## config.mk

```make
export PLATFORM = sky130hd
export DESIGN_NAME = one_wire_temperature_reader
export DESIGN_NICKNAME = d
export VERILOG_FILES = /design/src/rtl/owtr_pkg.sv /design/src/rtl/owtr_step.sv /design/src/rtl/one_wire_temperature_reader.sv
export SDC_FILE = /design/constraint.sdc
export NUM_CORES = 1
export LEC_CHECK = 0
export BUFFER_PORTS_ARGS = -buffer_cell sky130_fd_sc_hd__buf_4
export CORE_ASPECT_RATIO = 1.5
export CORE_MARGIN = 1
export CORE_UTILIZATION = 35
export CTS_CLUSTER_DIAMETER = 100
export DETAILED_ROUTE_END_ITERATION = 12
export SLEW_MARGIN = 20
export SYNTH_ARGS = -nofsm -noshare
export SYNTH_HDL_FRONTEND = slang
export SYNTH_SLANG_ARGS = --single-unit
export TNS_END_PERCENT = 30
```

## constraint.sdc

```tcl
create_clock -name i_clk -period 5 [get_ports i_clk]
set_input_delay 1 -clock i_clk [delete_from_list [all_inputs] [get_ports i_clk]]
set_output_delay 1 -clock i_clk [all_outputs]
set_load 0.01 [all_outputs]
```

## src/rtl/owtr_pkg.sv

```systemverilog
// Package for the one-wire temperature reader: phase and command codes,
// configuration and state types, reset values and the command byte table.
// No dependencies; used by owtr_step and one_wire_temperature_reader.
package owtr_pkg;

    // Bus sequencer phases
    typedef enum logic [3:0] {
        PH_IDLE      = 4'd0,
        PH_RST_LOW   = 4'd1,
        PH_RST_REL   = 4'd2,
        PH_PRES_WAIT = 4'd3,
        PH_PRES_END  = 4'd4,
        PH_WR_LOW    = 4'd5,
        PH_WR_REL    = 4'd6,
        PH_RD_LOW    = 4'd7,
        PH_RD_WAIT   = 4'd8,
        PH_RD_TAIL   = 4'd9
    } t_phase;

    // Request commands
    typedef enum logic [1:0] {
        CMD_TICK = 2'd0,
        CMD_TEMP = 2'd1,
        CMD_PRES = 2'd2,
        CMD_RSVD = 2'd3
    } t_cmd;

    // Configuration register indexes
    typedef enum logic [2:0] {
        CFG_RESET_LOW     = 3'd0,
        CFG_RESET_RELEASE = 3'd1,
        CFG_PRES_WAIT     = 3'd2,
        CFG_PRES_END      = 3'd3,
        CFG_SHORT_LOW     = 3'd4,
        CFG_LONG_LOW      = 3'd5,
        CFG_READ_SAMPLE   = 3'd6,
        CFG_READ_TAIL     = 3'd7
    } t_cfg_idx;

    // Byte steps with special meaning in the command sequence
    localparam logic [2:0] STEP_SECOND_RESET = 3'd2;
    localparam logic [2:0] STEP_READ_LOW     = 3'd4;
    localparam logic [2:0] STEP_READ_HIGH    = 3'd5;

    // Configuration reset values
    localparam logic [9:0] RESET_LOW_DEF     = 10'd750;
    localparam logic [7:0] RESET_RELEASE_DEF = 8'd15;
    localparam logic [9:0] PRES_WAIT_DEF     = 10'd200;
    localparam logic [9:0] PRES_END_DEF      = 10'd240;
    localparam logic [7:0] SHORT_LOW_DEF     = 8'd2;
    localparam logic [7:0] LONG_LOW_DEF      = 8'd60;
    localparam logic [7:0] READ_SAMPLE_DEF   = 8'd12;
    localparam logic [7:0] READ_TAIL_DEF     = 8'd50;

    // Command bytes
    localparam logic [7:0] BYTE_SKIP_ROM  = 8'hCC;
    localparam logic [7:0] BYTE_CONVERT   = 8'h44;
    localparam logic [7:0] BYTE_READ_SCR  = 8'hBE;

    // Temperature saturation limits
    localparam logic [11:0] TEMP_MAX = 12'h7FF;
    localparam logic [11:0] TEMP_MIN = 12'h800;

    typedef struct packed {
        logic [9:0] reset_low;
        logic [7:0] reset_release;
        logic [9:0] pres_wait;
        logic [9:0] pres_end;
        logic [7:0] short_low;
        logic [7:0] long_low;
        logic [7:0] read_sample;
        logic [7:0] read_tail;
    } t_cfg;

    typedef struct packed {
        t_phase     phase;
        logic [9:0] tick_count;
        logic [2:0] bit_index;
        logic [2:0] byte_step;
        logic [7:0] shift_byte;
        logic [7:0] low_byte;
        logic       absent_flag;
        logic       job_kind;
    } t_state;

    typedef struct packed {
        logic        drive_low;
        logic        busy_res;
        logic        done_res;
        logic        device_absent;
        logic [11:0] temperature;
        logic        temperature_valid;
    } t_result;

    // Byte written at each step of the command sequence
    function automatic logic [7:0] cmd_byte(input logic [2:0] step);
        logic [7:0] b;
        case (step)
            3'd0:    b = BYTE_SKIP_ROM;
            3'd1:    b = BYTE_CONVERT;
            3'd2:    b = BYTE_SKIP_ROM;
            3'd3:    b = BYTE_READ_SCR;
            default: b = 8'h00;
        endcase
        return b;
    endfunction

endpackage

```

## src/rtl/owtr_step.sv

```systemverilog
// Per-tick next-state and result logic of the one-wire sequencer.
// Depends on owtr_pkg for the state, configuration and result types.
module owtr_step
    import owtr_pkg::*;
(
    input  t_state     i_state,
    input  t_cfg       i_cfg,
    input  logic [1:0] i_cmd,
    input  logic       i_line_level,
    output t_state     o_state,
    output t_result    o_result
);

    t_state      s;
    t_result     r;
    logic [9:0]  tc_inc;
    logic [15:0] raw;
    logic        pres_exit;

    always_comb begin
        s  = i_state;
        r  = '0;
        raw = '0;
        pres_exit = 1'b0;

        // Start a job from idle; the start item is the first reset-low tick
        if (s.phase == PH_IDLE && (i_cmd == CMD_TEMP || i_cmd == CMD_PRES)) begin
            s.job_kind    = (i_cmd == CMD_TEMP);
            s.absent_flag = 1'b0;
            s.byte_step   = '0;
            s.bit_index   = '0;
            s.shift_byte  = '0;
            s.low_byte    = '0;
            s.phase       = PH_RST_LOW;
            s.tick_count  = '0;
        end

        tc_inc = s.tick_count + 10'd1;

        case (s.phase)
            PH_IDLE: begin
                s.tick_count = '0;
            end
            PH_RST_LOW: begin
                r.drive_low  = 1'b1;
                s.tick_count = tc_inc;
                if (tc_inc >= i_cfg.reset_low) begin
                    s.phase      = PH_RST_REL;
                    s.tick_count = '0;
                end
            end
            PH_RST_REL: begin
                s.tick_count = tc_inc;
                if (tc_inc >= {2'b00, i_cfg.reset_release}) begin
                    s.phase      = PH_PRES_WAIT;
                    s.tick_count = '0;
                end
            end
            PH_PRES_WAIT, PH_PRES_END: begin
                // Wait counts high samples; a low sample opens the end phase
                if (s.phase == PH_PRES_WAIT && i_line_level) begin
                    s.tick_count = tc_inc;
                    if (tc_inc >= i_cfg.pres_wait) begin
                        s.absent_flag = 1'b1;
                        pres_exit     = 1'b1;
                    end
                end else if (s.phase == PH_PRES_WAIT) begin
                    s.phase      = PH_PRES_END;
                    s.tick_count = 10'd1;
                    if (10'd1 >= i_cfg.pres_end) begin
                        s.absent_flag = 1'b1;
                        pres_exit     = 1'b1;
                    end
                end else if (!i_line_level) begin
                    s.tick_count = tc_inc;
                    if (tc_inc >= i_cfg.pres_end) begin
                        s.absent_flag = 1'b1;
                        pres_exit     = 1'b1;
                    end
                end else begin
                    pres_exit = 1'b1;
                end
                // Leave the check on timeout or on the end of the pulse
                if (pres_exit) begin
                    s.tick_count = '0;
                    if (s.job_kind) begin
                        s.shift_byte = cmd_byte(s.byte_step);
                        s.bit_index  = '0;
                        s.phase      = PH_WR_LOW;
                    end else begin
                        s.phase    = PH_IDLE;
                        r.done_res = 1'b1;
                    end
                end
            end
            PH_WR_LOW: begin
                r.drive_low  = 1'b1;
                s.tick_count = tc_inc;
                if (tc_inc >= {2'b00, (s.shift_byte[0] ? i_cfg.short_low : i_cfg.long_low)})
                begin
                    s.phase      = PH_WR_REL;
                    s.tick_count = '0;
                end
            end
            PH_WR_REL: begin
                s.tick_count = tc_inc;
                if (tc_inc >= {2'b00, (s.shift_byte[0] ? i_cfg.long_low : 8'd1)}) begin
                    s.shift_byte = {1'b0, s.shift_byte[7:1]};
                    s.tick_count = '0;
                    if (s.bit_index == 3'd7) begin
                        s.byte_step = s.byte_step + 3'd1;
                        s.bit_index = '0;
                        if (s.byte_step == STEP_SECOND_RESET) begin
                            s.phase = PH_RST_LOW;
                        end else if (s.byte_step >= STEP_READ_LOW) begin
                            s.shift_byte = '0;
                            s.phase      = PH_RD_LOW;
                        end else begin
                            s.shift_byte = cmd_byte(s.byte_step);
                            s.phase      = PH_WR_LOW;
                        end
                    end else begin
                        s.bit_index = s.bit_index + 3'd1;
                        s.phase     = PH_WR_LOW;
                    end
                end
            end
            PH_RD_LOW: begin
                r.drive_low  = 1'b1;
                s.tick_count = tc_inc;
                if (tc_inc >= {2'b00, i_cfg.short_low}) begin
                    s.phase      = PH_RD_WAIT;
                    s.tick_count = '0;
                end
            end
            PH_RD_WAIT: begin
                s.tick_count = tc_inc;
                if (tc_inc >= {2'b00, i_cfg.read_sample}) begin
                    s.phase      = PH_RD_TAIL;
                    s.tick_count = '0;
                end
            end
            PH_RD_TAIL: begin
                // Sample on the first tail tick, LSB first
                if (s.tick_count == '0) s.shift_byte = {i_line_level, s.shift_byte[7:1]};
                s.tick_count = tc_inc;
                if (tc_inc >= {2'b00, i_cfg.read_tail}) begin
                    s.tick_count = '0;
                    if (s.bit_index == 3'd7) begin
                        if (s.byte_step == STEP_READ_LOW) begin
                            s.low_byte   = s.shift_byte;
                            s.byte_step  = STEP_READ_HIGH;
                            s.shift_byte = '0;
                            s.bit_index  = '0;
                            s.phase      = PH_RD_LOW;
                        end else begin
                            s.phase    = PH_IDLE;
                            r.done_res = 1'b1;
                            if (s.job_kind) begin
                                // Saturate the signed 16-bit reading to 12 bits
                                raw = {s.shift_byte, s.low_byte};
                                if (!raw[15] && raw[14:11] != 4'h0) begin
                                    r.temperature = TEMP_MAX;
                                end else if (raw[15] && raw[14:11] != 4'hF) begin
                                    r.temperature = TEMP_MIN;
                                end else begin
                                    r.temperature = raw[11:0];
                                end
                                r.temperature_valid = !s.absent_flag;
                            end
                        end
                    end else begin
                        s.bit_index = s.bit_index + 3'd1;
                        s.phase     = PH_RD_LOW;
                    end
                end
            end
            default: begin
                s.phase      = PH_IDLE;
                s.tick_count = '0;
            end
        endcase

        r.busy_res      = (s.phase != PH_IDLE);
        r.device_absent = s.absent_flag;
        o_state  = s;
        o_result = r;
    end

endmodule

```

## src/rtl/one_wire_temperature_reader.sv

```systemverilog
// Top level of the one-wire temperature reader: configuration registers,
// sequencer state, output register. Uses owtr_pkg and owtr_step.
// Results are registered: a result appears in the output register in the cycle after its request is accepted.
// Throughput: one request per cycle while o_stall is low; the sequencer advances one tick per request.
// A stalled output holds its result; input stalls only while that result waits.
// Reset: synchronous, active low; sequencer idle, configuration at defaults.
module one_wire_temperature_reader
    import owtr_pkg::*;
(
    input  logic        i_clk,
    input  logic        i_rst_n,
    // request channel
    input  logic        i_valid,
    output logic        o_stall,
    input  logic [1:0]  i_cmd,
    input  logic        i_line_level,
    // result channel
    output logic        o_valid,
    input  logic        i_stall,
    output logic        o_drive_low,
    output logic        o_busy_res,
    output logic        o_done_res,
    output logic        o_device_absent,
    output logic signed [11:0] o_temperature,
    output logic        o_temperature_valid,
    // configuration write channel
    input  logic        i_cfg_valid,
    output logic        o_cfg_ready,
    input  logic [2:0]  i_cfg_index,
    input  logic [9:0]  i_cfg_data
);

    t_cfg    r_cfg;
    t_state  r_state;
    t_state  n_state;
    t_result r_out;
    t_result n_out;
    logic    r_out_valid;
    logic    in_take;

    // Accept a request when the output register is free or drains now
    assign o_stall     = r_out_valid && i_stall;
    assign in_take     = i_valid && !o_stall;
    assign o_cfg_ready = 1'b1;

    owtr_step u_step (
        .i_state      (r_state),
        .i_cfg        (r_cfg),
        .i_cmd        (i_cmd),
        .i_line_level (i_line_level),
        .o_state      (n_state),
        .o_result     (n_out)
    );

    // Configuration registers, truncated to their widths
    always_ff @(posedge i_clk) begin
        if (!i_rst_n) begin
            r_cfg.reset_low     <= RESET_LOW_DEF;
            r_cfg.reset_release <= RESET_RELEASE_DEF;
            r_cfg.pres_wait     <= PRES_WAIT_DEF;
            r_cfg.pres_end      <= PRES_END_DEF;
            r_cfg.short_low     <= SHORT_LOW_DEF;
            r_cfg.long_low      <= LONG_LOW_DEF;
            r_cfg.read_sample   <= READ_SAMPLE_DEF;
            r_cfg.read_tail     <= READ_TAIL_DEF;
        end else if (i_cfg_valid && o_cfg_ready) begin
            case (t_cfg_idx'(i_cfg_index))
                CFG_RESET_LOW:     r_cfg.reset_low     <= i_cfg_data;
                CFG_RESET_RELEASE: r_cfg.reset_release <= i_cfg_data[7:0];
                CFG_PRES_WAIT:     r_cfg.pres_wait     <= i_cfg_data;
                CFG_PRES_END:      r_cfg.pres_end      <= i_cfg_data;
                CFG_SHORT_LOW:     r_cfg.short_low     <= i_cfg_data[7:0];
                CFG_LONG_LOW:      r_cfg.long_low      <= i_cfg_data[7:0];
                CFG_READ_SAMPLE:   r_cfg.read_sample   <= i_cfg_data[7:0];
                CFG_READ_TAIL:     r_cfg.read_tail     <= i_cfg_data[7:0];
                default:           r_cfg               <= r_cfg;
            endcase
        end
    end

    // Advance the sequencer on each accepted request
    always_ff @(posedge i_clk) begin
        if (!i_rst_n) begin
            r_state <= '{phase: PH_IDLE, default: '0};
        end else if (in_take) begin
            r_state <= n_state;
        end
    end

    // Output register: load on accept, drop when taken
    always_ff @(posedge i_clk) begin
        if (!i_rst_n) begin
            r_out_valid <= 1'b0;
        end else if (in_take) begin
            r_out_valid <= 1'b1;
        end else if (!i_stall) begin
            r_out_valid <= 1'b0;
        end
    end

    always_ff @(posedge i_clk) begin
        if (in_take) begin
            r_out <= n_out;
        end
    end

    assign o_valid             = r_out_valid;
    assign o_drive_low         = r_out.drive_low;
    assign o_busy_res          = r_out.busy_res;
    assign o_done_res          = r_out.done_res;
    assign o_device_absent     = r_out.device_absent;
    assign o_temperature       = r_out.temperature;
    assign o_temperature_valid = r_out.temperature_valid;

    // A fresh reading only comes with the end of a job
    assert property (@(posedge i_clk) disable iff (!i_rst_n)
        o_valid && o_temperature_valid |-> o_done_res && !o_busy_res)
        else $error("temperature valid outside job end");

    // A reading is never marked fresh when the device was absent
    assert property (@(posedge i_clk) disable iff (!i_rst_n)
        o_valid && o_temperature_valid |-> !o_device_absent)
        else $error("temperature valid with absent device");

    // The bus is released whenever no job runs
    assert property (@(posedge i_clk) disable iff (!i_rst_n)
        o_valid && !o_busy_res |-> !o_drive_low)
        else $error("bus driven while idle");

    // A finished job leaves the sequencer idle
    assert property (@(posedge i_clk) disable iff (!i_rst_n)
        in_take && n_out.done_res |=> r_state.phase == PH_IDLE)
        else $error("sequencer not idle after job end");

endmodule
```

==> qor_table.md <==
| Item | Value | Unit |
| --- | --- | --- |
| Run status | completed | - |
| Startpoint of the most critical register-to-register path | r_state[35]$_SDFFE_PN0P_ | - |
| Maximum count of clock buffers along a single path | 2 | - |
| Area enclosed by the die boundary | 24,500 | um^2 |
| Remaining routing DRC violations | 0 | - |
| Slew at the pin closest to its max-slew limit | 1.06 | ns |
| Wire length reported by the detailed router | 26,600 | um |
| DP HPWL | 20,100 | um |
| Net count of the finished layout | 1,234 | - |
| Count of mapped cells out of synthesis | 1,062 | - |
| FF/Latch Area | 2690 | um^2 |
| Final setup fails | 0 | - |
| Share of the cycle needed by the critical path after routing | 93.2 | % |
| Most common cell after layout, fill and taps aside | sky130_fd_sc_hd__nand2_1 | - |
| Synth Register Bits | 126 | - |
| Antenna fix cells | 0 | - |
| Signal arrival time at the worst endpoint | 5.01 | ns |
| RSZ-0062 raised after global routing | no | - |
| Fraction of registers with async set or reset after synthesis | 0 | % |
| Maximum number of pins on one net before global-route repair | 45 | - |
| Cell area after technology mapping | 8350 | um^2 |
| Multi-input gate area in the final layout | 5180 | um^2 |
| Number of antenna violations at the first check in global routing | 0 | - |
| Rel. slew slack | 29.1 | % |
| Core area | 23,200 | um^2 |
| Post-CTS Hold Fix Bufs | 0 | - |
| Clock Tree Root | sky130_fd_sc_hd__clkbuf_16 | - |
| Post-route worst hold slack | 0.454 | ns |
| Die boundary width | 128 | um |
| Number of ports placed on the die boundary | 41 | - |
| Effective utilization at floorplan | 36.0 | % |
| Gates resized, CTS repair | 0 | - |
| Proportion of layout cells with a drive suffix above 1 | 13.0 | % |
| Most used cells in the layout excluding fill and tap cells | sky130_fd_sc_hd__nand2_1 (207), sky130_fd_sc_hd__dfxtp_1 (109), sky130_fd_sc_hd__buf_4 (97) | - |
| Max-Cap Viols | 0 | - |
| Depth of the CTS H-tree | 4 | - |
| Shortest period the worst path allows | 4.66 | ns |
| Pins Over Slew Limit | 0 | - |
| Postcts setup bufs | 0 | - |
| Signed area change from the synthesized netlist to the final layout | 17.5 | % |
| Post-Syn Area per Cell | 7.87 | um^2 |
| Fin Clk Skew | 0.0122 | ns |
| Largest voltage drop on the vdd net | 0.000189 | V |
| Number of nets with antenna violations after routing | 0 | - |
| Layout filler cell count | 2,373 | - |
| Sink Count | 126 | - |
| First-pass GRT wire length | 41,500 | um |
| Net count after synthesis | 1,166 | - |
| Routability Congestion | 0.950 | - |
| Count of flip-flops with a built-in enable after synthesis | 17 | - |
| Launching element of the worst setup path | i_cmd[0] | - |
| Iteration-0 DRC Markers | 495 | - |
| Synth Flop Type | sky130_fd_sc_hd__dfxtp_1 | - |
| Worst-skew pair later-pin latency | 0.43 | ns |
| Number of global-route vias before repair | 7,667 | - |
| Maximum fanout along the worst path | 5 | - |
| Detailed-router iteration count before antenna repair | 8 | - |
| Leakage power of the design | 0.00402 | uW |
| Post-detailed-route via-to-cell ratio | 5.49 | - |
| Clk pin slew, worst setup/hold paths | 0.05 | ns |
| Average routed wire per standard cell | 18.2 | um |
| Critical path class | input port to flip-flop | - |
| Total of warnings raised by yosys | 0 | - |
| Power density over the cells | 266 | nW/um^2 |
| Crit path required time | 5.35 | ns |
| Clock tree from TritonCTS | done | - |
| Final Hold Violating Endpoints | 0 | - |
| Distinct cells, synth | 81 | - |
| Crit start category | input port | - |
| Worst min-delay path class | flip-flop to flip-flop | - |
| Number of buffers added on ports | 39 | - |
| Overall power of the completed layout | 2610 | uW |
| Gr ovfl total | 0 | - |
| Start point of the worst hold path | r_cfg[14]$_SDFFE_PN0P_ | - |
| Detailed-route via count | 7,999 | - |
| DIE HEIGHT | 191 | um |
| Number of buffers created by CTS | 17 | - |
| Maximum frequency from static timing analysis | 215 | MHz |
| Total routing usage reported by global routing | 22.5 | % |
| Setup crit end kind | flip-flop | - |
| Rows | 68 | - |
| Part of the Yosys area used for sequential elements | 32.2 | % |
## final timing paths
path	endpoint	slack, ns	cells past startpoint
setup / recovery	r_state[30]$_SDFFE_PN0P_	0.34	20
hold / removal	r_cfg[14]$_SDFFE_PN0P_	0.45	2
setup reg to reg	o_busy_res$_DFFE_PP_	0.71	18
hold reg to reg	r_cfg[14]$_SDFFE_PN0P_	0.45	2
## synth_stat cells, drive strengths merged, types with 3 or more instances
cell | n | area (um^2)
nand2 | 208 | 783
dfxtp | 109 | 2180
a21oi | 86 | 438
ha | 83 | 1040
inv | 74 | 278
nor2 | 68 | 258
o21ai | 40 | 208
nand3 | 36 | 185
o211ai | 36 | 270
clkbuf | 35 | 141
nor3 | 25 | 130
edfxtp | 17 | 510
mux2i | 16 | 160
buf | 14 | 73.8
nand2b | 14 | 87.6
a211oi | 12 | 95.1
and2 | 12 | 75.1
a21o | 11 | 83.8
a22oi | 11 | 82.6
nand4 | 11 | 68.8
nor2b | 10 | 62.6
a21boi | 8 | 60.1
nor4 | 8 | 65.1
o21a | 8 | 60.1
o22ai | 8 | 50.1
a221oi | 7 | 61.3
or3 | 7 | 43.8
xnor2 | 7 | 68.8
a2111oi | 6 | 71.3
and3 | 6 | 37.5
a31oi | 5 | 31.3
o21bai | 4 | 30.0
xor2 | 4 | 35.0
a41oi | 3 | 26.3
and4 | 3 | 26.3
maj3 | 3 | 30.0
nand3b | 3 | 26.3
o2111ai | 3 | 26.3
o2bb2ai | 3 | 26.3
o311ai | 3 | 26.3
o32ai | 3 | 26.3
o41ai | 3 | 63.8
or2 | 3 | 21.3
or4 | 3 | 22.5
## per-layer routing
metal  vias to the layer above  routed length [um]  GRT usage [%]  part of all wire (%)
li1                       3926                   -              -                     -
met1                      3771               10700           23.9                    40
met2                       223               13500           40.9                    51
met3                        79                 913           3.89                   3.4
met4                         0                1410           13.7                   5.3
met5                         -                   0              0                     0
## through the flow
step	cell area (um^2)	cells	worst slack (ns)	util [%]	TNS (ns)
final	9810	1458	0.339	42.2	0
after CTS	9810	1458	0.395	42.2	0
after detailed placement	9300	1426	-0.0207	40.0	-0.106
after global placement	9300	1426	0.00483	40.0	0
after global routing	9810	1458	0.0937	42.2	0
after floorplan	8370	1062	0.0155	-	0
## layout make-up
cell class | count | area share, %
inverter | 75 | 2.87
tap | 315 | 4.02
clock inverter | 10 | 0.740
sequential | 126 | 27.4
clock buffer | 22 | 4.53
timing repair buffer | 98 | 7.63
multi-input combinational | 812 | 52.8
## critical path, cell delays in order
cell                        delay (ns)
sky130_fd_sc_hd__buf_4            0.11
sky130_fd_sc_hd__ha_1             0.30
sky130_fd_sc_hd__nand3b_2         0.28
sky130_fd_sc_hd__and2_1           0.21
sky130_fd_sc_hd__ha_2             0.23
sky130_fd_sc_hd__and3_1           0.20
sky130_fd_sc_hd__nand2_1          0.07
sky130_fd_sc_hd__xnor2_1          0.15
sky130_fd_sc_hd__and2_1           0.19
sky130_fd_sc_hd__ha_1             0.25
sky130_fd_sc_hd__a21o_1           0.17
sky130_fd_sc_hd__a2111oi_0        0.42
sky130_fd_sc_hd__o41ai_1          0.14
sky130_fd_sc_hd__a41oi_1          0.29
sky130_fd_sc_hd__o21ai_0          0.18
sky130_fd_sc_hd__o211ai_1         0.17
sky130_fd_sc_hd__or3_1            0.26
sky130_fd_sc_hd__buf_4            0.17
sky130_fd_sc_hd__nand2_1          0.05
sky130_fd_sc_hd__o211ai_1         0.15
## registers in the layout (all words and copies together), names as in the netlist
register,cells
o_temperature_valid,1
o_busy_res,1
o_temperature,12
o_done_res,1
o_device_absent,1
r_cfg,70
o_valid,1
r_state,38
o_drive_low,1
## logic make-up (layout without fill, tap and decap cells)
family,Yosys count,count (layout),share of synthesized area (%)
AO/OA/AOI/OAI,279,279,22.9
XOR/XNOR,11,11,1.24
adder cells (fa/ha/maj),86,86,12.8
buffers and inverters,124,205,5.95
flip-flops,126,126,32.2
multiplexers,17,17,2.05
other,1,1,0.0449
AND/OR/NAND/NOR,418,418,22.8
## power breakdown
group          leakage [uW]  internal (uW)  switching (uW)
Clock              0.000252            671             460
Combinational       0.00272            145             259
Sequential          0.00106           1060            19.3
Total               0.00402           1880             739
Note: power is estimated with default switching activity, not from simulation.
